**src/hdl/a2u_pkg.sv**
```systemverilog
// ----------------------------------------------------------------------------
// a2u_pkg: shared types and constants for the ASCII to unsigned parser
// Field widths, radix limits and the beat structs that pass between stages.
// ----------------------------------------------------------------------------
`default_nettype none

package a2u_pkg;

	// Field widths
	localparam int VALUE_WIDTH  = 32;
	localparam int OFFSET_WIDTH = 16;
	localparam int BASE_WIDTH   = 6;
	localparam int CHAR_WIDTH   = 8;

	// Radix values
	localparam logic [BASE_WIDTH-1:0] BASE_AUTO  = 6'd0;
	localparam logic [BASE_WIDTH-1:0] BASE_UNARY = 6'd1;
	localparam logic [BASE_WIDTH-1:0] BASE_MIN   = 6'd2;
	localparam logic [BASE_WIDTH-1:0] BASE_OCT   = 6'd8;
	localparam logic [BASE_WIDTH-1:0] BASE_DEC   = 6'd10;
	localparam logic [BASE_WIDTH-1:0] BASE_HEX   = 6'd16;
	localparam logic [BASE_WIDTH-1:0] BASE_MAX   = 6'd36;
	localparam logic [BASE_WIDTH-1:0] BASE_RESET = BASE_DEC;

	// One input beat: a character of the string
	typedef struct packed {
		logic [CHAR_WIDTH-1:0] char_code;
		logic                  last_char;
	} in_item_t;

	// One result beat: one converted string
	typedef struct packed {
		logic [VALUE_WIDTH-1:0]  parsed_value;
		logic [OFFSET_WIDTH-1:0] end_offset;
		logic                    overflow_flag;
		logic                    bad_base_flag;
	} out_item_t;

	// Input register contents handed to the parse core
	typedef struct packed {
		logic     valid;
		in_item_t item;
	} s1_beat_t;

	// Result handed from the parse core to the result register
	typedef struct packed {
		logic      valid;
		out_item_t item;
	} res_beat_t;

endpackage

`default_nettype wire

```
**src/hdl/a2u_in_stage.sv**
```systemverilog
// ----------------------------------------------------------------------------
// a2u_in_stage: input register
// Holds one character beat; stalls upstream only while its beat cannot move.
// ----------------------------------------------------------------------------
`default_nettype none

module a2u_in_stage (
	input  logic              clk,
	input  logic              arst_n,
	input  logic              in_valid,
	output logic              in_stall,
	input  a2u_pkg::in_item_t in_data,
	input  logic              s1_take,
	output a2u_pkg::s1_beat_t s1
);
	import a2u_pkg::*;

	logic     valid_s1;
	in_item_t item_s1;

	// held beat blocks the input only when the core cannot take it
	assign in_stall = valid_s1 && !s1_take;

	// valid flag
	always_ff @(posedge clk or negedge arst_n) begin
		if (!arst_n) begin
			valid_s1 <= 1'b0;
		end else if (!in_stall) begin
			valid_s1 <= in_valid;
		end
	end

	// payload, no reset
	always_ff @(posedge clk) begin
		if (in_valid && !in_stall) begin
			item_s1 <= in_data;
		end
	end

	assign s1.valid = valid_s1;
	assign s1.item  = item_s1;

endmodule

`default_nettype wire

```
**src/hdl/a2u_core.sv**
```systemverilog
// ----------------------------------------------------------------------------
// a2u_core: per-character parse step
// Phase tracking, radix selection, multiply-add with overflow check and the
// result formatting at the last character of a string.
// ----------------------------------------------------------------------------
`default_nettype none

module a2u_core (
	input  logic                               clk,
	input  logic                               arst_n,
	input  logic                               cfg_we,
	input  logic [a2u_pkg::BASE_WIDTH-1:0]     cfg_data,
	input  a2u_pkg::s1_beat_t                  s1,
	input  logic                               step_en,
	output a2u_pkg::res_beat_t                 res
);
	import a2u_pkg::*;

	// parse phases
	localparam logic [2:0] PH_SPACE   = 3'd0;
	localparam logic [2:0] PH_SUBJECT = 3'd1;
	localparam logic [2:0] PH_ZERO    = 3'd2;
	localparam logic [2:0] PH_HEXWAIT = 3'd3;
	localparam logic [2:0] PH_DIGITS  = 3'd4;
	localparam logic [2:0] PH_DONE    = 3'd5;

	// character codes
	localparam logic [CHAR_WIDTH-1:0] CH_PLUS  = 8'h2B;
	localparam logic [CHAR_WIDTH-1:0] CH_MINUS = 8'h2D;
	localparam logic [CHAR_WIDTH-1:0] CH_ZERO  = 8'h30;
	localparam logic [CHAR_WIDTH-1:0] CH_NINE  = 8'h39;
	localparam logic [CHAR_WIDTH-1:0] CH_UP_A  = 8'h41;
	localparam logic [CHAR_WIDTH-1:0] CH_UP_Z  = 8'h5A;
	localparam logic [CHAR_WIDTH-1:0] CH_LO_A  = 8'h61;
	localparam logic [CHAR_WIDTH-1:0] CH_LO_Z  = 8'h7A;
	localparam logic [CHAR_WIDTH-1:0] CH_UP_X  = 8'h58;
	localparam logic [CHAR_WIDTH-1:0] CH_LO_X  = 8'h78;
	localparam logic [CHAR_WIDTH-1:0] CH_TAB   = 8'h09;
	localparam logic [CHAR_WIDTH-1:0] CH_CR    = 8'h0D;
	localparam logic [CHAR_WIDTH-1:0] CH_SPACE = 8'h20;

	localparam int PROD_WIDTH = VALUE_WIDTH + BASE_WIDTH + 1;

	// state
	logic [2:0]              phase_q;
	logic                    neg_q;
	logic [BASE_WIDTH-1:0]   base_q;
	logic [VALUE_WIDTH-1:0]  acc_q;
	logic                    ovf_q;
	logic [OFFSET_WIDTH-1:0] pos_q;
	logic [OFFSET_WIDTH-1:0] endp_q;
	logic [BASE_WIDTH-1:0]   nbase_q;

	// next state
	logic [2:0]              phase_n;
	logic                    neg_n;
	logic [BASE_WIDTH-1:0]   base_n;
	logic [VALUE_WIDTH-1:0]  acc_n;
	logic                    ovf_n;
	logic [OFFSET_WIDTH-1:0] endp_n;

	logic                    fire;
	logic                    first;
	logic [BASE_WIDTH-1:0]   base_eff;
	logic                    bad;
	logic [2:0]              phase_eff;
	logic [CHAR_WIDTH-1:0]   c;
	logic [CHAR_WIDTH-1:0]   dig_wide;
	logic [BASE_WIDTH-1:0]   dig;
	logic                    dig_valid;
	logic [BASE_WIDTH-1:0]   try_base;
	logic                    digit_ok;
	logic [PROD_WIDTH-1:0]   prod;
	logic                    prod_ovf;
	logic                    try_go;
	logic [OFFSET_WIDTH-1:0] pos_inc;
	logic [VALUE_WIDTH-1:0]  value;

	assign fire = s1.valid && step_en;
	assign c    = s1.item.char_code;

	// radix sampled at the first character of a string
	assign first     = (pos_q == '0) && (phase_q == PH_SPACE);
	assign base_eff  = first ? nbase_q : base_q;
	assign bad       = (base_eff == BASE_UNARY) || (base_eff > BASE_MAX);
	assign phase_eff = (first && bad) ? PH_DONE : phase_q;

	// saturating position increment
	assign pos_inc = (pos_q == '1) ? pos_q : pos_q + 1'b1;

	// digit value of the character
	always_comb begin
		dig_valid = 1'b1;
		if (c >= CH_ZERO && c <= CH_NINE) begin
			dig_wide = c - CH_ZERO;
		end else if (c >= CH_UP_A && c <= CH_UP_Z) begin
			dig_wide = c - CH_UP_A + 8'd10;
		end else if (c >= CH_LO_A && c <= CH_LO_Z) begin
			dig_wide = c - CH_LO_A + 8'd10;
		end else begin
			dig_wide  = '0;
			dig_valid = 1'b0;
		end
		dig = dig_wide[BASE_WIDTH-1:0];
	end

	// radix for a digit attempt; auto resolves to decimal or octal here
	always_comb begin
		case (phase_eff)
			PH_SPACE, PH_SUBJECT: try_base = (base_eff == BASE_AUTO) ? BASE_DEC : base_eff;
			PH_ZERO:              try_base = (base_eff == BASE_AUTO) ? BASE_OCT : base_eff;
			default:              try_base = base_eff;
		endcase
	end

	// multiply-add; anything above the value width is overflow
	assign digit_ok = dig_valid && (try_base >= BASE_MIN) && (dig < try_base);
	assign prod     = PROD_WIDTH'(acc_q) * PROD_WIDTH'(try_base) + PROD_WIDTH'(dig);
	assign prod_ovf = (prod[PROD_WIDTH-1:VALUE_WIDTH] != '0);

	// phase step
	always_comb begin
		phase_n = phase_eff;
		neg_n   = neg_q;
		base_n  = base_eff;
		acc_n   = acc_q;
		ovf_n   = ovf_q;
		endp_n  = endp_q;
		try_go  = 1'b0;
		case (phase_eff)
			PH_SPACE, PH_SUBJECT: begin
				if (phase_eff == PH_SPACE && (c inside {[CH_TAB:CH_CR], CH_SPACE})) begin
					// leading whitespace: skip
				end else if (phase_eff == PH_SPACE && (c == CH_PLUS || c == CH_MINUS)) begin
					neg_n   = (c == CH_MINUS);
					phase_n = PH_SUBJECT;
				end else if ((base_eff == BASE_AUTO || base_eff == BASE_HEX) && c == CH_ZERO) begin
					// possible 0x prefix; the zero already counts as a digit
					acc_n   = '0;
					endp_n  = pos_inc;
					phase_n = PH_ZERO;
				end else begin
					base_n = try_base;
					try_go = 1'b1;
				end
			end
			PH_ZERO: begin
				if (c == CH_LO_X || c == CH_UP_X) begin
					base_n  = BASE_HEX;
					phase_n = PH_HEXWAIT;
				end else begin
					base_n = try_base;
					try_go = 1'b1;
				end
			end
			PH_HEXWAIT, PH_DIGITS: begin
				try_go = 1'b1;
			end
			default: begin
			end
		endcase

		// digit attempt: accumulate or end the number
		if (try_go) begin
			if (!digit_ok) begin
				phase_n = PH_DONE;
			end else begin
				if (ovf_q || prod_ovf) begin
					ovf_n = 1'b1;
				end else begin
					acc_n = prod[VALUE_WIDTH-1:0];
				end
				endp_n  = pos_inc;
				phase_n = PH_DIGITS;
			end
		end
	end

	// result formatting
	always_comb begin
		if (endp_n == '0) begin
			value = '0;
		end else if (ovf_n) begin
			value = '1;
		end else if (neg_n) begin
			value = '0 - acc_n;
		end else begin
			value = acc_n;
		end
		res.valid = fire && s1.item.last_char;
		if (bad) begin
			res.item.parsed_value  = '0;
			res.item.end_offset    = '0;
			res.item.overflow_flag = 1'b0;
			res.item.bad_base_flag = 1'b1;
		end else begin
			res.item.parsed_value  = value;
			res.item.end_offset    = endp_n;
			res.item.overflow_flag = (endp_n != '0) && ovf_n;
			res.item.bad_base_flag = 1'b0;
		end
	end

	// base register
	always_ff @(posedge clk or negedge arst_n) begin
		if (!arst_n) begin
			nbase_q <= BASE_RESET;
		end else if (cfg_we) begin
			nbase_q <= cfg_data;
		end
	end

	// parse state; cleared after the last character of a string
	always_ff @(posedge clk or negedge arst_n) begin
		if (!arst_n) begin
			phase_q <= PH_SPACE;
			neg_q   <= 1'b0;
			base_q  <= '0;
			acc_q   <= '0;
			ovf_q   <= 1'b0;
			pos_q   <= '0;
			endp_q  <= '0;
		end else if (fire) begin
			if (s1.item.last_char) begin
				phase_q <= PH_SPACE;
				neg_q   <= 1'b0;
				base_q  <= '0;
				acc_q   <= '0;
				ovf_q   <= 1'b0;
				pos_q   <= '0;
				endp_q  <= '0;
			end else begin
				phase_q <= phase_n;
				neg_q   <= neg_n;
				base_q  <= base_n;
				acc_q   <= acc_n;
				ovf_q   <= ovf_n;
				pos_q   <= pos_inc;
				endp_q  <= endp_n;
			end
		end
	end

	// a result leaves the parser ready for a fresh string
	a_clear_after_result: assert property (@(posedge clk) disable iff (!arst_n)
		res.valid |=> (pos_q == '0) && (phase_q == PH_SPACE) && !ovf_q)
		else $error("parse state not cleared after result");

	// digit phase always has a recorded end
	a_digits_have_end: assert property (@(posedge clk) disable iff (!arst_n)
		(phase_q == PH_DIGITS) |-> (endp_q != '0))
		else $error("digit phase without end position");

	// overflow only follows a converted digit
	a_ovf_has_end: assert property (@(posedge clk) disable iff (!arst_n)
		ovf_q |-> (endp_q != '0))
		else $error("overflow without converted digit");

endmodule

`default_nettype wire

```
**src/hdl/a2u_out_stage.sv**
```systemverilog
// ----------------------------------------------------------------------------
// a2u_out_stage: result register
// Holds one result beat until the downstream side takes it.
// ----------------------------------------------------------------------------
`default_nettype none

module a2u_out_stage (
	input  logic               clk,
	input  logic               arst_n,
	input  a2u_pkg::res_beat_t res,
	output logic               res_room,
	output logic               out_valid,
	input  logic               out_stall,
	output a2u_pkg::out_item_t out_data
);
	import a2u_pkg::*;

	logic      out_valid_q;
	out_item_t out_data_q;

	// room when empty or being drained this cycle
	assign res_room = !out_valid_q || !out_stall;

	// valid flag
	always_ff @(posedge clk or negedge arst_n) begin
		if (!arst_n) begin
			out_valid_q <= 1'b0;
		end else if (res.valid) begin
			out_valid_q <= 1'b1;
		end else if (!out_stall) begin
			out_valid_q <= 1'b0;
		end
	end

	// payload, no reset
	always_ff @(posedge clk) begin
		if (res.valid) begin
			out_data_q <= res.item;
		end
	end

	assign out_valid = out_valid_q;
	assign out_data  = out_data_q;

	// a new result never lands on one still waiting
	a_no_overwrite: assert property (@(posedge clk) disable iff (!arst_n)
		res.valid |-> res_room)
		else $error("result overwrites a pending beat");

	// overflow reads as all ones
	a_ovf_value: assert property (@(posedge clk) disable iff (!arst_n)
		(out_valid_q && out_data_q.overflow_flag) |->
		((out_data_q.parsed_value == '1) && !out_data_q.bad_base_flag))
		else $error("overflow result not saturated");

	// bad radix yields an empty conversion
	a_bad_base_empty: assert property (@(posedge clk) disable iff (!arst_n)
		(out_valid_q && out_data_q.bad_base_flag) |->
		((out_data_q.parsed_value == '0) && (out_data_q.end_offset == '0)))
		else $error("bad radix result not empty");

endmodule

`default_nettype wire

```
**src/hdl/ascii_to_unsigned_parser.sv**
```systemverilog
// ----------------------------------------------------------------------------
// ascii_to_unsigned_parser: streaming string to unsigned conversion
// Converts a string, one character per beat, into one 32-bit result beat.
//
//   Channel | Direction | Handshake          | Beat contents
//   --------+-----------+--------------------+-------------------------------
//   in      | input     | in_valid/in_stall  | char_code, last_char
//   out     | output    | out_valid/out_stall| parsed_value, end_offset, flags
//   cfg     | input     | cfg_valid/cfg_ready| number_base (6 bits)
//
// One character per cycle while in_stall is low; the radix multiply-add of
// the parse core is combinational.
// A result shows on out_valid once the beat carrying last_char has passed
// the input register, the parse core and then the result register.
// Reset clears the parse state and sets the radix register to 10.
// A held result stalls the input only when the next beat ends a string.
// ----------------------------------------------------------------------------
`default_nettype none

module ascii_to_unsigned_parser (
	input  logic                           clk,
	input  logic                           arst_n,
	input  logic                           in_valid,
	output logic                           in_stall,
	input  a2u_pkg::in_item_t              in_data,
	output logic                           out_valid,
	input  logic                           out_stall,
	output a2u_pkg::out_item_t             out_data,
	input  logic                           cfg_valid,
	output logic                           cfg_ready,
	input  logic [a2u_pkg::BASE_WIDTH-1:0] cfg_data
);
	import a2u_pkg::*;

	s1_beat_t  s1;
	res_beat_t res;
	logic      res_room;
	logic      s1_take;

	// radix writes are always taken
	assign cfg_ready = 1'b1;

	// a non-final character never needs the result register
	assign s1_take = !s1.item.last_char || res_room;

	a2u_in_stage u_in (
		.clk      (clk),
		.arst_n   (arst_n),
		.in_valid (in_valid),
		.in_stall (in_stall),
		.in_data  (in_data),
		.s1_take  (s1_take),
		.s1       (s1)
	);

	a2u_core u_core (
		.clk      (clk),
		.arst_n   (arst_n),
		.cfg_we   (cfg_valid && cfg_ready),
		.cfg_data (cfg_data),
		.s1       (s1),
		.step_en  (s1_take),
		.res      (res)
	);

	a2u_out_stage u_out (
		.clk       (clk),
		.arst_n    (arst_n),
		.res       (res),
		.res_room  (res_room),
		.out_valid (out_valid),
		.out_stall (out_stall),
		.out_data  (out_data)
	);

endmodule

`default_nettype wire
```
**config.mk**
```make
export PLATFORM = sky130hd
export DESIGN_NAME = ascii_to_unsigned_parser
export DESIGN_NICKNAME = d
export VERILOG_FILES = /design/src/hdl/a2u_pkg.sv /design/src/hdl/a2u_in_stage.sv /design/src/hdl/a2u_core.sv /design/src/hdl/a2u_out_stage.sv /design/src/hdl/ascii_to_unsigned_parser.sv
export SDC_FILE = /design/constraint.sdc
export NUM_CORES = 1
export LEC_CHECK = 0
export BUFFER_PORTS_ARGS = -buffer_cell sky130_fd_sc_hd__buf_2
export CORE_MARGIN = 4
export CORE_UTILIZATION = 60
export CTS_BUF_LIST = sky130_fd_sc_hd__clkbuf_8
export DETAILED_ROUTE_END_ITERATION = 16
export PLACE_DENSITY = 0.77
export SYNTH_ARGS = -nofsm -noshare
export SYNTH_HDL_FRONTEND = slang
export SYNTH_SLANG_ARGS = --single-unit
```
**constraint.sdc**
```tcl
create_clock -name clk -period 13.2 [get_ports clk]
set_clock_uncertainty 0.1 [all_clocks]
set_input_delay 1.98 -clock clk [delete_from_list [all_inputs] [get_ports clk]]
set_output_delay 1.98 -clock clk [all_outputs]
set_load 0.005 [all_outputs]
```
Word-level counts from Yosys, hierarchy flattened
Index checks and enable logic that the tools add are counted.
{"block": "classes", "add_sub_neg": 8, "n_mul": 1, "magnitude_cmp": 11, "eq_ne": 14, "mux": 60, "n_reduce_logical": 39}
{"op": "2-to-1 mux 32 bit", "n": 10}
{"op": "2-to-1 mux 16 bit", "n": 9}
{"op": "2-to-1 mux 6 bit", "n": 11}
{"op": "adder 38 x 6 -> 39 bit", "n": 1}
{"op": "multiplier 32 x 6 -> 38 bit", "n": 1}
{"op": "equality test 8 x 6 -> 1 bit (second input constant)", "n": 4}
{"op": "logical NOT 16 bit", "n": 2}
{"op": "subtractor 1 x 32 -> 32 bit (first input constant)", "n": 1}
{"op": "case mux 6 bit (2 select lines)", "n": 2}
{"op": "2-to-1 mux 3 bit", "n": 7}
{"op": "2-to-1 mux 1 bit", "n": 19}
{"op": "adder 16 x 1 -> 16 bit (second input constant)", "n": 1}
{"op": "equality test 16 bit (second input constant)", "n": 1}
{"op": "equality test 8 x 7 -> 1 bit (second input constant)", "n": 2}
{"op": "greater-or-equal comparator 8 x 7 -> 1 bit (second input constant)", "n": 2}
{"op": "less-or-equal comparator 8 x 7 -> 1 bit (second input constant)", "n": 2}
{"op": "logical AND 1 bit", "n": 16}
{"op": "nonzero test 16 bit", "n": 1}
{"op": "adder 6 x 4 -> 6 bit (second input constant)", "n": 2}
{"op": "subtractor 6 bit (second input constant)", "n": 2}
{"op": "greater-or-equal comparator 8 x 4 -> 1 bit (second input constant)", "n": 1}
{"op": "greater-or-equal comparator 8 x 6 -> 1 bit (second input constant)", "n": 1}
{"op": "less-or-equal comparator 8 x 4 -> 1 bit (second input constant)", "n": 1}
{"op": "less-or-equal comparator 8 x 6 -> 1 bit (second input constant)", "n": 1}
{"op": "19 further kinds", "n": 33}
{"block": "totals", "regBits": 142, "input_bits": 20, "output_inout_bits": 53, "wordCells": 149}

Depth between registers and ports, before layout
Gate-level depths: netlist of the first run.
{"block": "depth", "word_depth": 20, "depth_mapped": 43, "depth_no_buf": 39}

Cells and area by module
Synthesis of the first run repeated with hierarchy kept, for this count alone.
{"block": "unflattened", "cells_unflattened": 1842, "hier_area_um2": 16114.2}
{"module": "a2u_core", "n_inst": 1, "cells_each": 1771, "area_each_um2": 14223.6, "seq_area_each_um2": 2029.4}
{"module": "a2u_out_stage", "n_inst": 1, "cells_each": 53, "area_each_um2": 1537.7, "seq_area_each_um2": 1526.5}
{"module": "a2u_in_stage", "n_inst": 1, "cells_each": 15, "area_each_um2": 335.3, "seq_area_each_um2": 295.3}
{"module": "ascii_to_unsigned_parser", "n_inst": 1, "cells_each": 3, "area_each_um2": 17.5, "seq_area_each_um2": 0.0}

Worst setup path before layout of the first run
Ideal clock, no wire load.
{"block": "synth_path", "kind": "flip-flop to flip-flop", "from": "register u_core.pos_q[0]", "to": "register u_out.out_data_q, in the netlist u_out.out_data[48], data pin", "setup_ns": 0.267, "t_arrival_ns": 9.276, "required_time_ns": 12.833, "path_slack_ns": 3.556, "path_stages_with_launch": 40, "n_path_buf": 7, "period_less_slack_ns": 9.644, "cell_sequence": "dfrtp_1 > inv_1 > ha_1 > nor4b_2 > nand3_1 > nor2_2 > clkbuf_1 > mux2_2 > nor2_1 > clkbuf_1 > clkbuf_1 > nor2b_1 > fa_1 > fa_1 > fa_1 > ha_1 > ha_1 > buf_2 > [4 not listed] > a211oi_1 > mux2i_1 > o2111ai_1 > or3_1 > buf_2 > buf_6 > buf_6 > a31oi_1 > ha_1 > nand2_1 > or3_1 > a211o_1 > nor4_1 > nand4_1 > mux2i_1 > a31oi_1 > xnor2_1 > a21oi_2"}
{"block": "synth_between", "elab_chain_cells": 20, "word_cells_on_any_way": 63, "classes_between": "3 x add/sub; 1 x mul; 3 x order compare; 7 x eq/ne; 31 x mux; 18 x reduce/logical"}
{"item": "start: declaration", "line": "a2u_core.sv:50", "source": "logic [OFFSET_WIDTH-1:0] pos_q;"}
{"item": "start signal: assignment", "line": "a2u_core.sv:238", "source": "pos_q <= pos_inc;"}
{"item": "logical NOT 16 bit", "line": "a2u_core.sv:83", "source": "assign first = (pos_q == '0) && (phase_q == PH_SPACE);"}
{"item": "logical AND 1 bit", "line": "a2u_core.sv:83"}
{"item": "2-to-1 mux 6 bit", "line": "a2u_core.sv:84", "source": "assign base_eff = first ? nbase_q : base_q;"}
{"item": "greater-than comparator 6 bit / equality test 6 x 1 -> 1 bit (equally long branches)", "line": "a2u_core.sv:85", "source": "assign bad = (base_eff == BASE_UNARY) || (base_eff > BASE_MAX);"}
{"item": "logical OR 1 bit", "line": "a2u_core.sv:85"}
{"item": "logical AND 1 bit", "line": "a2u_core.sv:86", "source": "assign phase_eff = (first && bad) ? PH_DONE : phase_q;"}
{"item": "2-to-1 mux 3 bit", "line": "a2u_core.sv:86"}
{"item": "equality test 3 x 1 -> 1 bit / logical NOT 3 bit (equally long branches)", "line": "a2u_core.sv:109, a2u_core.sv:130, a2u_core.sv:132"}
{"item": "[4 not listed]"}
{"item": "nonzero test 7 bit", "line": "a2u_core.sv:119", "source": "assign prod_ovf = (prod[PROD_WIDTH-1:VALUE_WIDTH] != '0);"}
{"item": "logical OR 1 bit", "line": "a2u_core.sv:168", "source": "if (ovf_q || prod_ovf) begin"}
{"item": "2-to-1 mux 32 bit", "line": "a2u_core.sv:168"}
{"item": "2-to-1 mux 32 bit", "line": "a2u_core.sv:165", "source": "if (!digit_ok) begin"}
{"item": "2-to-1 mux 32 bit", "line": "a2u_core.sv:164", "source": "if (try_go) begin"}
{"item": "subtractor 1 x 32 -> 32 bit", "line": "a2u_core.sv:186", "source": "value = '0 - acc_n;"}
{"item": "2-to-1 mux 32 bit", "line": "a2u_core.sv:185", "source": "end else if (neg_n) begin"}
{"item": "2-to-1 mux 32 bit", "line": "a2u_core.sv:183", "source": "end else if (ovf_n) begin"}
{"item": "end signal: assignment", "line": "a2u_out_stage.sv:38", "source": "out_data_q <= res.item;"}
{"item": "end: declaration", "line": "a2u_out_stage.sv:19", "source": "out_item_t out_data_q;"}
Several ways; a longest one is shown, not always the timed one.
A chain may end at the register's enable or synchronous reset.

Worst setup path after layout of the first run
{"block": "layout_path", "from": "register u_core.pos_q[0]", "to": "register u_out.out_data_q, in the netlist u_out.out_data[46], data pin"}
Same word-level chain as after synthesis.

==> impl_metrics.json, run 1 <==
{
  "run_status": "finished, final reports clean",
  "die_height_um": 171,
  "worstHoldStart": "u_core.endp_q[6]",
  "synth.distinct_cells": 88,
  "timing.final.crit_share_pct": 84.4,
  "dp.final_hpwl_um": 33800,
  "hold_ws_ns": 0.403,
  "cts.hold.buffers_added": 0,
  "final_hold_violating_endpoints": 0,
  "detailedRoute.firstPassIterationCount": 6,
  "grt_setup_unrepaired": "no",
  "floorplan.rows": 59,
  "setup_total_negative_slack_ns": 0,
  "cp_common_cell": "ha_1",
  "drt_iter0_markers": 1499,
  "layout-drive-gt1-share_pct": 10.8,
  "gr-usage-all-layers_pct": 31.1,
  "clock_buffer_depth": 2,
  "cpPeakStageDelay_ns": 0.62,
  "reg2reg_depth": 35,
  "drt_drc_violations_left": 0,
  "post_synth_instance_area_um2": 16000,
  "p_leak_nw": 7.74,
  "report.final.setup_viol": 0,
  "maxSlewHeadroom_pct": 22.4,
  "postCtsSetupBuffers": 0,
  "max_cap_viols": 0,
  "clk_pin_slew_ns": 0.10,
  "ws_path_type": "flop to flop",
  "detailed_place.area_um2": 16400,
  "finalInstanceArea_um2": 16900,
  "clock_latency_ns": 0.45,
  "timing.critical_path.arrival_ns": 11.21,
  "port_buffers": 71,
  "synth_ff_type": "dfrtp_1",
  "yosysTopAreaCellShare_pct": 15.5,
  "routed_wirelength_um": 45400,
  "setup.worst_path.start": "u_core.pos_q[0]",
  "cts-htree-levels": 4,
  "rr_startpoint": "u_core.pos_q[0]",
  "synth_enable_flop_cells": 59,
  "maxSlewViolCount": 0,
  "synth-seq-area-share_pct": 24.1,
  "root_buffer": "clkbuf_8",
  "crit_fanout": 25,
  "synth_area_per_cell_um2": 8.91,
  "total_die_area_um2": 29300,
  "synth_nets": 2041,
  "holdPathStages": 2,
  "synthTopCellsByArea": "fa_1, dfrtp_1, edfxtp_1",
  "dp_cells": 2105,
  "post-synth-top-area-cell": "fa_1",
  "initial_utilization_pct": 61.1,
  "route.detailed.wl_per_inst_um": 21.3,
  "maximum_ir_drop_on_the_vdd_rail_mv": 0.0885,
  "detail-route-antenna-nets": 0,
  "syn_to_final_growth_pct": 5.79,
  "ioPinCount": 73,
  "critical_path_required_ns": 13.27,
  "tritoncts": "yes",
  "dieWidth_um": 171,
  "grt_max_degree": 68,
  "worstSetupStartpointType": "flop",
  "ys_seq_elements": 142,
  "dr_total_vias": 13881,
  "setup.worst_path.end_class": "flop",
  "number_of_antenna_violations_at_the_first_check_in_global_routing": 0,
  "postSynthCellCount": 1793,
  "grt_pass1_vias": 13323,
  "placeableCoreArea_um2": 26100,
  "min-delay-path-class": "flop to flop",
  "yosys_warnings": 0,
  "grt_pass1_wl_um": 72500,
  "cts-buffers-inserted": 17,
  "tritoncts_num_sinks": 142,
  "cts.repair.resized": 0,
  "worst_slew_pin_slew_ns": 1.16,
  "synth-async-reset-ratio_pct": 58.5,
  "fillCellCount": 2196,
  "cellPowerDensity_nw_per_um2": 91.6,
  "critical-path-slowest-cell": "nor2_2",
  "finalWeightedCongestion": 0.936,
  "grt.overflow.total": 0,
  "detail_route.vias_per_cell": 6.50,
  "finalNonFillerCells": 2137,
  "diodes": 0,
  "max_freq_ghz": 0.0897,
  "layout.nets": 2037,
  "totalPowerFinal_w": 0.00155,
  "finalWorstPathRequiredPeriod_ns": 11.15
}
==> report_power, final <==
group | switching [W] | internal, W | total, W
Clock | 0.000206 | 0.000198 | 0.000403
Sequential | 0.0000400 | 0.000491 | 0.000531
Combinational | 0.000416 | 0.000198 | 0.000614
==> synthesized netlist by cell type (6+ instances only) <==
cell type  count
a21o_1        21
buf_1          7
a211oi_1      14
fa_1         124
xnor2_1       39
nand2_1      161
a22o_1        19
or2_2          7
and2_1       104
nor2b_1      106
o21ai_1        7
and3_1        21
nor4_1        13
inv_1         70
edfxtp_1      59
nand3_1       61
ha_1         104
mux2i_1       37
dfrtp_1       81
a21oi_1      100
buf_6          7
mux2_2        19
xor2_1        23
o211ai_1      14
a31oi_1       23
clkbuf_1      85
o31ai_1       11
nand2b_1      16
o21a_1        15
or3_1         18
o21ai_0      120
a21oi_2       10
buf_2         13
and4_1         6
nand4_1       14
a211o_1        8
nor2_1       111
nor3_1        30
==> layout make-up <==
| type | count | area, µm² | area share, % |
|---|---|---|---|
| clock buffers | 17 | 234 | 1.38 |
| flip-flops and latches | 142 | 3850 | 22.8 |
| multi-input cells | 1468 | 11400 | 67.5 |
| repair buffers | 90 | 500 | 2.96 |
| clock inverters | 15 | 218 | 1.29 |
| well taps | 335 | 419 | 2.48 |
| inverters | 70 | 263 | 1.56 |
==> critical path: cells and delay by family, from the launching register on <==
family                   cells  cell delay (ns)
flip-flops                   1             0.47
AO/OA/AOI/OAI                7             1.73
adder cells (fa/ha/maj)      7             2.64
AND/OR/NAND/NOR             15             4.48
XOR/XNOR                     1             0.17
buffers and inverters        2             0.38
multiplexers                 3             0.89
==> per-stage QoR <==
stage,setup WS [ns],util (%)
global route,1.54,64.7
CTS,2.27,64.7
global placement,2.76,62.9
detailed placement,2.28,62.9
finish,2.05,64.7
floorplan,3.56,-
==> per-layer routing <==
metal,GRT usage [%],vias up,routed length (µm)
met1,45.4,6775,19300
met3,4.60,104,3800
li1,-,6297,-
met5,0,-,0
met2,48.3,705,20900
met4,9.71,0,1450
==> sequential cells by signal, summed over array words and instances, names as in the netlist <==
register / count
u_in.valid_s1: 1
u_in.s1: 9
u_core.base_q: 6
u_core.nbase_q: 6
u_core.neg_q: 1
u_core.endp_q: 16
u_out.out_valid: 1
u_core.ovf_q: 1
u_out.out_data: 50
u_core.phase_q: 3
u_core.acc_q: 32
u_core.pos_q: 16
==> layout by cell type (no fill, tap or decap), types with 19 or more instances in the layout <==
master      n
nor3_1     30
and2_1    104
o21ai_0   119
xnor2_1    39
a21oi_1   100
edfxtp_1   59
a22o_1     19
a31oi_1    23
a21o_1     21
dfrtp_1    81
nand3_1    61
mux2_2     19
buf_4      20
inv_1      70
nor2_1    109
mux2i_1    35
buf_2      70
ha_1      104
nor2b_1   106
fa_1      124
xor2_1     23
nand2_1   160
and3_1     20
==> kinds of logic after synthesis <==
kind of cell	share of synthesized area [%]
and+or+nand+nor	23.2
DFF	24.1
xor gates and xnor gates	3.40
adders and majority gates	23.7
other	0.0235
AOI/OAI and AO/OA	17.0
muxes	3.84
buffers and inverters	4.76
==> worst paths after layout <==
path                                      end  slack (ns)
setup reg to reg           u_out.out_data[46]        2.05
min in group asynchronous    u_core.endp_q[9]        1.35
setup / recovery           u_out.out_data[46]        2.05
max in group asynchronous        u_core.neg_q       10.52
hold reg to reg              u_core.endp_q[6]        0.40
hold / removal               u_core.endp_q[6]        0.40
No activity file was read; power rests on OpenSTA's default activity.
==> inputs of run 2 (changes only) <==
- ABC_AREA: not set -> 1
- CORE_UTILIZATION: 60 -> 59
- PLACE_DENSITY: 0.77 -> 0.79
- clock period: 13.2 -> 10.2 ns (I/O delays scaled with it)
==> impl_metrics.json, run 2 <==
{
  "post_synth_instance_area_um2": 15300,
  "detail-route-antenna-nets": 0,
  "cts-htree-levels": 4,
  "path_delay_family": "simple AND/OR/NAND/NOR gates",
  "maximum_ir_drop_on_the_vdd_rail_mv": 0.172,
  "postSynthCellCount": 2025,
  "setup_total_negative_slack_ns": 0,
  "cts.repair.resized": 0,
  "cts-buffers-inserted": 17,
  "grt_setup_unrepaired": "no",
  "root_buffer": "clkbuf_8",
  "die_height_um": 169,
  "max_cap_viols": 0,
  "dieWidth_um": 169,
  "gr-usage-all-layers_pct": 30.3,
  "final_hold_violating_endpoints": 0,
  "cts.hold.buffers_added": 0,
  "ws_path_type": "flop to flop",
  "grt.overflow.total": 0,
  "grt_max_degree": 76,
  "max_freq_ghz": 0.107,
  "regToRegEndpoint": "u_out.out_data[46]",
  "dp_cells": 2381,
  "tritoncts": "yes",
  "grt_pass1_vias": 13575,
  "placeableCoreArea_um2": 25300,
  "setup.worst_path.start": "u_core.pos_q[1]",
  "report.final.setup_viol": 0,
  "finalNonFillerCells": 2413,
  "ys_seq_elements": 142,
  "synth-seq-area-share_pct": 25.2,
  "most-common-layout-cells": "nand2_1, nor2_1, inv_1",
  "reg2reg_depth": 52,
  "yosysTopAreaCellShare_pct": 16.3,
  "crit_fanout": 29,
  "drt_drc_violations_left": 0,
  "dp.final_hpwl_um": 34200,
  "detailedRoute.firstPassIterationCount": 6,
  "layout-drive-gt1-share_pct": 9.89,
  "clk_pin_slew_ns": 0.12,
  "drt_iter0_markers": 1449,
  "synth_ff_type": "dfrtp_1",
  "detail_route.vias_per_cell": 5.79,
  "setup.worst_path.end": "u_out.out_data[46]",
  "setup.worst_path.end_class": "flop",
  "critical_path_depth": 52,
  "worst_slew_pin_slew_ns": 1.20,
  "synth-async-reset-ratio_pct": 58.5,
  "syn_to_final_growth_pct": 6.47,
  "postCtsSetupBuffers": 0,
  "worstSetupStartpointType": "flop",
  "synthTopCellsByArea": "fa_1, dfrtp_1, edfxtp_1",
  "p_leak_nw": 8.42,
  "synth.distinct_cells": 57,
  "fillCellCount": 2279,
  "layout.nets": 2318,
  "cellPowerDensity_nw_per_um2": 146,
  "floorplan.rows": 58,
  "port_buffers": 71,
  "route.detailed.wl_per_inst_um": 17.6,
  "synth_nets": 2273,
  "yosys_warnings": 0,
  "critical-path-slowest-cell": "fa_1",
  "finalWeightedCongestion": 0.967,
  "timing.critical_path.arrival_ns": 9.45,
  "hold_ws_ns": 0.399,
  "timing.final.crit_share_pct": 91.5,
  "holdPathStages": 2,
  "run_status": "finished, final reports clean",
  "post-synth-top-area-cell": "fa_1",
  "clock_buffer_depth": 2,
  "total_die_area_um2": 28500,
  "cp_common_cell": "nand2_1",
  "totalPowerFinal_w": 0.00237,
  "min-delay-path-class": "flop to flop",
  "tritoncts_num_sinks": 142,
  "ioPinCount": 73,
  "largest_register_ff_count": 50,
  "synth_area_per_cell_um2": 7.54,
  "rr_startpoint": "u_core.pos_q[1]",
  "grt_pass1_wl_um": 69500,
  "cpPeakStageDelay_ns": 0.53,
  "critical_path_required_ns": 10.32,
  "dr_total_vias": 13978,
  "critPathBufInv": 8,
  "diodes": 0,
  "finalWorstPathRequiredPeriod_ns": 9.33,
  "maxSlewViolCount": 0,
  "initial_utilization_pct": 60.3,
  "final_common_cell": "nand2_1",
  "clock_latency_ns": 0.48,
  "synth_enable_flop_cells": 59,
  "maxSlewHeadroom_pct": 19.8,
  "reg2reg_slack_ns": 0.87,
  "synth.most_common_cell": "nand2_1",
  "routed_wirelength_um": 42500,
  "synth_top_cells_by_count": "nand2_1, nor2_1, inv_1",
  "number_of_antenna_violations_at_the_first_check_in_global_routing": 1
}
## run 2: changes by cell type after synthesis, moves of 20 or more
cell / previous run / this run
xnor2_1: 39 / 15
and2_1: 104 / 1
nand2_1: 161 / 422
nor2_1: 111 / 351
inv_1: 70 / 263
o21ai_0: 120 / 87
nand4_1: 14 / 39
o22ai_1: 4 / 41
clkbuf_1: 85 / 36
nand2_2: 0 / 20
mux2i_1: 37 / 0
nor2b_1: 106 / 0
## run 2: worst min-delay path by stage
stage	slack (ns)	startpoint	endpoint
3_3_place_gp	0.37	u_core.endp_q[3]	u_core.endp_q[3]
5_1_grt	0.43	u_core.endp_q[10]	u_core.endp_q[10]
2_1_floorplan	0.35	u_core.base_q[5]	u_core.base_q[5]
3_5_place_dp	0.38	u_core.endp_q[11]	u_core.endp_q[11]
6_report	0.40	u_core.endp_q[1]	u_core.endp_q[1]
4_1_cts	0.40	u_core.endp_q[11]	u_core.endp_q[11]
## run 2: final cells by class
class	count	area (µm²)	share of cell area (%)
Multi-Input combinational cell	1546	10100	62.0
Sequential cell	142	3850	23.7
Inverter	278	1050	6.43
Timing Repair Buffer	85	463	2.85
Tap cell	330	413	2.54
Clock buffer	17	234	1.44
Clock inverter	15	168	1.03
## run 2: per-stage QoR
stage,cell area [µm²],worst slack (ns),utilization (%)
3_5_place_dp,15900,1.04,62.6
4_1_cts,16300,0.988,64.2
2_1_floorplan,15300,2.48,-
5_1_grt,16300,0.120,64.2
3_3_place_gp,15900,1.22,62.6
6_report,16300,0.871,64.2
## run 2: where the power goes
group / internal, W / switching [W]
registers: 0.000674 / 0.0000373
clock network: 0.000187 / 0.000290
logic: 0.000307 / 0.000878
total: 0.00117 / 0.00121
## run 2: worst register-to-register path: cells and delay by family (launching register included)
kind	cells	cell delay, ns
buffers and inverters	8	1.45
adder cells (fa/ha/maj)	7	2.57
flip-flops	1	0.40
AND/OR/NAND/NOR	37	4.53
## run 2: metal layers
layer	track usage, %	share of wire, %	vias to the layer above
met5	0	0	-
met4	8.65	2.5	0
met3	5.98	8.6	93
met2	48.1	46	604
met1	42.6	43	6653
li1	-	-	6628
## run 2: cell families (layout without fill, tap and decap cells)
family | count (synthesis) | count (layout) | synth area share, %
other | 1 | 1 | 0.0246
xor gates and xnor gates | 45 | 45 | 2.58
muxes | 3 | 3 | 0.221
and+or+nand+nor | 989 | 989 | 28.0
adders and majority gates | 228 | 228 | 24.8
DFF | 142 | 142 | 25.2
AOI/OAI and AO/OA | 280 | 280 | 10.4
buffers and inverters | 337 | 395 | 8.75
==> inputs of run 3 (changes only) <==
- CORE_MARGIN: 4 -> 2
==> impl_metrics.json, run 3 (synthesized netlist as in run 2, its figures left out) <==
{
  "detail_route.vias_per_cell": 5.85,
  "maxSlewViolCount": 0,
  "initial_utilization_pct": 60.3,
  "layout.nets": 2319,
  "cellInternalPower_w": 0.00117,
  "critical_path_depth": 49,
  "total_die_area_um2": 27200,
  "timing.final.crit_share_pct": 93.1,
  "root_buffer": "clkbuf_8",
  "drt_drc_violations_left": 0,
  "grt_pass1_vias": 13945,
  "finalWorstPathRequiredPeriod_ns": 9.49,
  "cellPowerDensity_nw_per_um2": 147,
  "cts.hold.buffers_added": 0,
  "clockPowerShare_pct": 20.5,
  "port_buffers": 71,
  "drt_iter0_markers": 1469,
  "ioPinCount": 73,
  "placeableCoreArea_um2": 25300,
  "p_leak_nw": 8.43,
  "route.detailed.wl_per_inst_um": 17.8,
  "tritoncts": "yes",
  "finalWeightedCongestion": 0.996,
  "cts.repair.resized": 0,
  "dieWidth_um": 165,
  "comb_power_share_pct": 50.0,
  "hold_ws_ns": 0.407,
  "layout-drive-gt1-share_pct": 9.93,
  "cpPeakStageDelay_ns": 0.53,
  "grt_setup_unrepaired": "no",
  "detail-route-antenna-nets": 0,
  "critPathBufInv": 8,
  "most-common-layout-cells": "nand2_1, nor2_1, inv_1",
  "worstSetupStartpointType": "flop",
  "cp_common_cell": "nor2_1",
  "fin_worst_setup_slack_ns": 0.708,
  "setup.worst_path.end_class": "flop",
  "clock_latency_ns": 0.49,
  "min-delay-path-class": "flop to flop",
  "grt_max_degree": 58,
  "final_hold_violating_endpoints": 0,
  "max_cap_viols": 0,
  "ws_path_type": "flop to flop",
  "report.final.setup_viol": 0,
  "floorplan.rows": 58,
  "routed_wirelength_um": 43000,
  "clock_buffer_depth": 2,
  "holdPathStages": 2,
  "diodes": 0,
  "largest_register_ff_count": 50,
  "path_delay_family": "simple AND/OR/NAND/NOR gates",
  "cts-htree-levels": 4,
  "power.share.switching_pct": 51.2,
  "clk_pin_slew_ns": 0.10,
  "detailedRoute.firstPassIterationCount": 7,
  "crit_fanout": 36,
  "seq_power_share_pct": 29.6,
  "worst_slew_pin_slew_ns": 1.16,
  "critical_path_required_ns": 10.39,
  "setup_total_negative_slack_ns": 0,
  "tritoncts_num_sinks": 142,
  "number_of_antenna_violations_at_the_first_check_in_global_routing": 0,
  "postCtsSetupBuffers": 0,
  "grt_pass1_wl_um": 70300,
  "timing.critical_path.arrival_ns": 9.68,
  "syn_to_final_growth_pct": 6.65,
  "run_status": "finished, final reports clean",
  "final_common_cell": "nand2_1",
  "maximum_ir_drop_on_the_vdd_rail_mv": 0.181,
  "max_freq_ghz": 0.105,
  "gr-usage-all-layers_pct": 33.1,
  "reg2reg_depth": 49,
  "die_height_um": 165,
  "maxSlewHeadroom_pct": 22.8,
  "cts-buffers-inserted": 17,
  "critical-path-slowest-cell": "fa_1",
  "dp_slack_ns": 1.03,
  "net-switching-power_w": 0.00123,
  "totalPowerFinal_w": 0.00240,
  "dp.final_hpwl_um": 34000,
  "grt.overflow.total": 0,
  "dr_total_vias": 14129
}
run 3: cell type report:
class                           count  area [µm²]
Clock buffer                       17         234
Clock inverter                     15         188
Fill cell                        2285        9040
Inverter                          278        1050
Multi-Input combinational cell   1546       10100
Sequential cell                   142        3850
Tap cell                          330         413
Timing Repair Buffer               86         470
run 3: metal layers:
metal	global-route usage (%)	up-vias	part of all wire, %	routed length, µm
met4	10.3	0	2.4	1050
met5	0	-	0	0
met1	44.1	6702	42	18200
met2	53.0	704	45	19500
li1	-	6627	-	-
met3	8.86	96	9.8	4200
run 3: stage by stage:
| stage | util (%) | cells | cell area [µm²] |
|---|---|---|---|
| floorplan | - | 2025 | 15300 |
| global placement | 62.6 | 2382 | 15900 |
| detailed placement | 62.6 | 2382 | 15900 |
| CTS | 64.3 | 2414 | 16300 |
| global route | 64.3 | 2414 | 16300 |
| finish | 64.3 | 2414 | 16300 |
run 3: power by group through the flow:
stage               combinational (W)  clock (W)  sequential (W)
finish                        0.00120   0.000491        0.000710
global route                  0.00131   0.000517        0.000717
CTS                           0.00117   0.000494        0.000709
detailed placement            0.00117          0        0.000720
global placement              0.00115          0        0.000719
floorplan                    0.000876          0        0.000715
run 3: worst min-delay path: cells and delay by family (launching register included):
kind / cells / cell delay, ns
compound gates: 1 / 0.06
simple gates: 1 / 0.05
flops: 1 / 0.37
run 3: worst paths after layout:
path / slack (ns) / start / to
max reg2reg: 0.71 / u_core.pos_q[0] / u_out.out_data[34]
max in group asynchronous: 8.04 / arst_n / u_core.acc_q[15]
min: 0.41 / u_core.base_q[1] / u_core.base_q[1]
min reg2reg: 0.41 / u_core.base_q[1] / u_core.base_q[1]
max: 0.71 / u_core.pos_q[0] / u_out.out_data[34]
min in group asynchronous: 0.84 / arst_n / u_core.pos_q[13]
